<file path="src/rtl/idm_sqrt_pipe.sv">
// ----------------------------------------------------------------------------
// idm_sqrt_pipe: pipelined integer square root
// one root bit per stage (digit-by-digit), floor result, payload rides along
// ----------------------------------------------------------------------------
module idm_sqrt_pipe #(
  parameter int unsigned RW = 14,
  parameter int unsigned PW = 1
) (
  input  logic            clk,
  input  logic            rst,
  input  logic            vld_in,
  input  logic [2*RW-1:0] x_in,
  input  logic [PW-1:0]   pl_in,
  output logic            vld_out,
  output logic [RW-1:0]   root_out,
  output logic [PW-1:0]   pl_out
);

  logic            vld  [0:RW];
  logic [2*RW-1:0] xs   [0:RW];
  logic [RW+1:0]   rem  [0:RW];
  logic [RW-1:0]   root [0:RW];
  logic [PW-1:0]   pl   [0:RW];

  assign vld[0]  = vld_in;
  assign xs[0]   = x_in;
  assign rem[0]  = '0;
  assign root[0] = '0;
  assign pl[0]   = pl_in;

  for (genvar k = 0; k < RW; k++) begin : g_step
    logic [RW+3:0] cur;
    logic [RW+3:0] trial;
    logic          take;
    logic [RW:0]   root_n;

    always_comb begin
      cur    = {rem[k], xs[k][2*RW-1 -: 2]};
      trial  = {2'b00, root[k], 2'b01};
      take   = (cur >= trial);
      root_n = {root[k], take};
    end

    always_ff @(posedge clk) begin
      if (rst) begin
        vld[k+1] <= 1'b0;
      end else begin
        vld[k+1] <= vld[k];
      end
      rem[k+1]  <= take ? (RW+2)'(cur - trial) : cur[RW+1:0];
      root[k+1] <= root_n[RW-1:0];
      xs[k+1]   <= {xs[k][2*RW-3:0], 2'b00};
      pl[k+1]   <= pl[k];
    end
  end

  assign vld_out  = vld[RW];
  assign root_out = root[RW];
  assign pl_out   = pl[RW];

endmodule

</file>
<file path="config.mk">
export PLATFORM = sky130hd
export DESIGN_NAME = idm_sqrt_pipe
export DESIGN_NICKNAME = d
export VERILOG_FILES = /design/src/rtl/idm_sqrt_pipe.sv
export SDC_FILE = /design/constraint.sdc
export NUM_CORES = 1
export LEC_CHECK = 0
export ABC_CLOCK_PERIOD_IN_PS = 5100
export BUFFER_PORTS_ARGS = -buffer_cell sky130_fd_sc_hd__buf_4
export CORE_UTILIZATION = 50
export DETAILED_ROUTE_END_ITERATION = 6
export PLACE_DENSITY = 0.66
export SLEW_MARGIN = 20
export SYNTH_ARGS = -nofsm -noshare
export SYNTH_HDL_FRONTEND = slang
export SYNTH_SLANG_ARGS = --single-unit
export TNS_END_PERCENT = 5
</file>
<file path="constraint.sdc">
create_clock -name clk -period 5.1 [get_ports clk]
set_clock_uncertainty 0.2 [all_clocks]
set_input_delay 1.02 -clock clk [delete_from_list [all_inputs] [get_ports clk]]
set_output_delay 1.02 -clock clk [all_outputs]
set_load 0.03 [all_outputs]
</file>
==> impl_metrics.csv <==
group,metric,value,unit
status,status,"complete, no violations",
floorplan,die_x,191.2,um
power,max-vdd-ir-drop,332.9,uV
synth,syn_area,0.01790,mm^2
drt,wl_per_cell,13.67,um
clocking,cts_sinks,507,
power,power.total,10.89,mW
synth,syn_area_per_cell,10.84,um^2
worst_hold_path,hold_class,"register to register",
floorplan,die_area,0.03657,mm^2
power,powerDensity,530.6,mW/mm^2
floorplan,io_pins,48,
final_layout,drive_gt1_share,10.80,%
critical_path,path_class,"register to register",
grt,top_usage_layer,"met2",
sta,finalHoldViolCount,0,
synth,synth_top_area_share,56.69,%
sta,worst_slack,2.046,ns
final_layout,final_nets,1880,
synth,yosys.area.top_type,"dfxtp_1",
final_layout,area_growth,14.57,%
clocking,clk_latency,0.57,ns
sta,setup_tns,0,ns
synth,synth_edf_count,0,
placement,gp_congestion,0.8751,
synth,synth_seq_cells,507,
clocking,cts_resized,0,
synth,yosys_most_used_dff,"dfxtp_1",
drt,ant_nets,0,
worst_hold_path,hold_depth,0,
grt,grt_use_met3,3.029,%
clocking,cts_htree_levels,2,
placement,dpl_worst_slack,1.943,ns
critical_path,worst_r2r_path_depth,8,
grt,grt_util_met1,23.57,%
grt,overflow,0,
critical_path,crit_required,5.36,ns
drt,route.detailed.drc,0,
critical_path,max_stage_delay,0.48,ns
sta,max_freq,327.4,MHz
power,power.leakage,9.609,nW
critical_path,critPathSlowestCell,"nand2_1",
synth,syn_inst,1651,
critical_path,startpoint_type,"register",
synth,yosys_warnings,0,
drt,wl,30400,um
sta,finalSetupViolations,0,
clocking,cts_hold_buf,0,
synth,synth_cell_types,78,
critical_path,path_cells,"inv_1, ha_1, nor2b_1, o31ai_1, a21oi_1, o21ai_0, nand2_1, mux2_2",
final_layout,fin_util,58.81,%
floorplan,rows,68,
clocking,tritoncts,"done",
grt,grt_max_degree,24,
clocking,clockRootBuffer,"clkbuf_16",
grt,grt_usage,17.17,%
grt,grt_pass1_vias,10684,
sta,finalCritPeriodShare,59.89,%
synth,yosysSeqAreaShare,56.69,%
clocking,post_cts_buffers,0,
clocking,clkTransAtPathRegs,0.06,ns
critical_path,cp_max_fo,14,
drt,vias_per_cell,5.052,
drt,num_vias,11235,
sta,fin_crit,3.054,ns
grt,grt_pass1_wl,50940,um
placement,placement.io_buffers,47,
sta,holdWs,0.1176,ns
grt,use_met2,27.22,%
synth,synth_top_cells_by_area,"dfxtp_1, ha_1, xnor2_1",
drt,dr.pass1.iters,5,
floorplan,initial_core_util,51.33,%
placement,hpwlAfterDp,22680,um
sta,rsz0062_at_grt,"false",
sta,slew_viol_final,0,
run,cap_violations,0,
grt,antenna_found_initial,0,
critical_path,crit_arrival,3.31,ns
sta,slew_headroom,30.26,%
final_layout,antenna_cells,0,
synth,async_flop_share,0,%
floorplan,coreArea,0.03488,mm^2
drt,drt_iter0_drc,646,
sta,tightest_slew,1.020,ns
clocking,clockBufferDepth,3,
floorplan,die_h,191.2,um
clocking,cts_buffers,49,
synth,synth_nets,1802,
critical_path,crit_path_end_kind,"register",
==> final cells by class <==
cell class | instances | area [um^2]
Fill cell | 2938 | 14370
Inverter | 140 | 525.5
Multi-Input combinational cell | 983 | 7127
Clock buffer | 63 | 1349
Clock inverter | 28 | 432.9
Timing Repair Buffer | 48 | 360.3
Tap cell | 455 | 569.3
Sequential cell | 507 | 10150
==> stage by stage <==
| step | area [um^2] | std cells |
|---|---|---|
| floorplan | 17900 | 1651 |
| global placement | 18720 | 2133 |
| detailed placement | 18720 | 2133 |
| CTS | 20500 | 2224 |
| global route | 20510 | 2224 |
| finish | 20510 | 2224 |
==> synth_stat cells (3+ instances only) <==
| cell type | instances |
|---|---|
| dfxtp_1 | 507 |
| inv_1 | 136 |
| ha_1 | 119 |
| a21oi_1 | 91 |
| nor2_1 | 78 |
| nand2_1 | 73 |
| xnor2_1 | 67 |
| xor2_1 | 67 |
| o21ai_0 | 64 |
| nor3_1 | 52 |
| mux2_2 | 31 |
| o21a_1 | 30 |
| nor2b_1 | 27 |
| nand3_1 | 26 |
| nor4_1 | 21 |
| nand2b_1 | 19 |
| nand4_1 | 17 |
| a21o_1 | 15 |
| o31ai_1 | 15 |
| or3_1 | 13 |
| and2_1 | 12 |
| o211ai_1 | 12 |
| and3_1 | 10 |
| o21ai_1 | 9 |
| buf_2 | 8 |
| clkbuf_1 | 8 |
| a211oi_1 | 7 |
| a21boi_0 | 6 |
| mux2i_1 | 6 |
| nor3b_1 | 6 |
| a31oi_1 | 5 |
| and4_1 | 5 |
| mux2_4 | 5 |
| o31a_1 | 5 |
| or2_2 | 5 |
| a211o_1 | 4 |
| nand4b_1 | 4 |
| o21bai_1 | 4 |
| or4_1 | 4 |
| buf_6 | 3 |
| inv_2 | 3 |
| mux2_1 | 3 |
| nand3b_1 | 3 |
| nor4b_1 | 3 |
==> sequential cells by signal, summed over array words and instances (netlist names) <==
name	flops
vld	13
g_step.cur	218
pl	13
vld_out	1
g_step.root_n	91
xs	156
pl_out	1
root_out	14
==> layer usage <==
| layer | routed length (um) | vias to the layer above |
|---|---|---|
| met5 | 0 | - |
| met4 | 689 | 0 |
| met3 | 1359 | 57 |
| met2 | 13530 | 198 |
| met1 | 14830 | 5173 |
| li1 | - | 5807 |
==> worst max-delay path, delay by kind of cell, from the launching register on <==
kind | cells | cell delay (ns)
compound gates | 3 | 0.98
simple gates | 2 | 0.65
mux | 1 | 0.43
fa+ha+maj | 1 | 0.33
flops | 1 | 0.32
buf+inv | 1 | 0.04
==> cell usage in the layout, fill, tap and decap left out, types with 9 or more instances in the layout <==
master     synthesis  layout
a21o_1            15      15
xnor2_1           67      67
o211ai_1          12      12
clkbuf_16          0      49
dfxtp_1          507     507
xor2_1            67      67
a21oi_1           91      91
o21a_1            30      30
nand4_1           17      17
and2_1            12      12
nand2_1           73      73
inv_1            136     136
nor3_1            52      51
o21ai_0           64      64
o31ai_1           15      15
o21ai_1            9       9
nor4_1            21      21
nand3_1           26      26
nor2_1            78      78
or3_1             13      13
and3_1            10      10
ha_1             119     119
clkinv_2           0      11
nor2b_1           27      27
buf_4              2      48
mux2_2            31      31
nand2b_1          19      19
bufinv_16          0       9
==> worst paths after layout <==
path / to / slack [ns] / startpoint
hold / removal: xs[357] / 0.12 / xs[383]
setup reg to reg: g_step[12].cur[7] / 2.05 / g_step[11].root_n[1]
setup / recovery: g_step[12].cur[7] / 2.05 / g_step[11].root_n[1]
hold reg to reg: xs[357] / 0.12 / xs[383]
==> report_power, final <==
group	total, mW	switching [mW]	internal, mW
Combinational	1.93	0.983	0.945
Clock	3.84	1.49	2.35
Sequential	5.12	0.459	4.66
Total	10.9	2.94	7.95
==> logic make-up (layout without fill, tap and decap cells) <==
kind of cell	Yosys count	after routing	synth area share [%]
flops	507	507	56.69
simple gates	398	398	12.00
compound gates	286	286	9.930
buf+inv	161	279	3.599
xor+xnor	134	134	6.555
fa+ha+maj	119	119	8.316
mux	45	45	2.893
other cells	1	1	0.02094
Power figures use the tool's default switching activity.
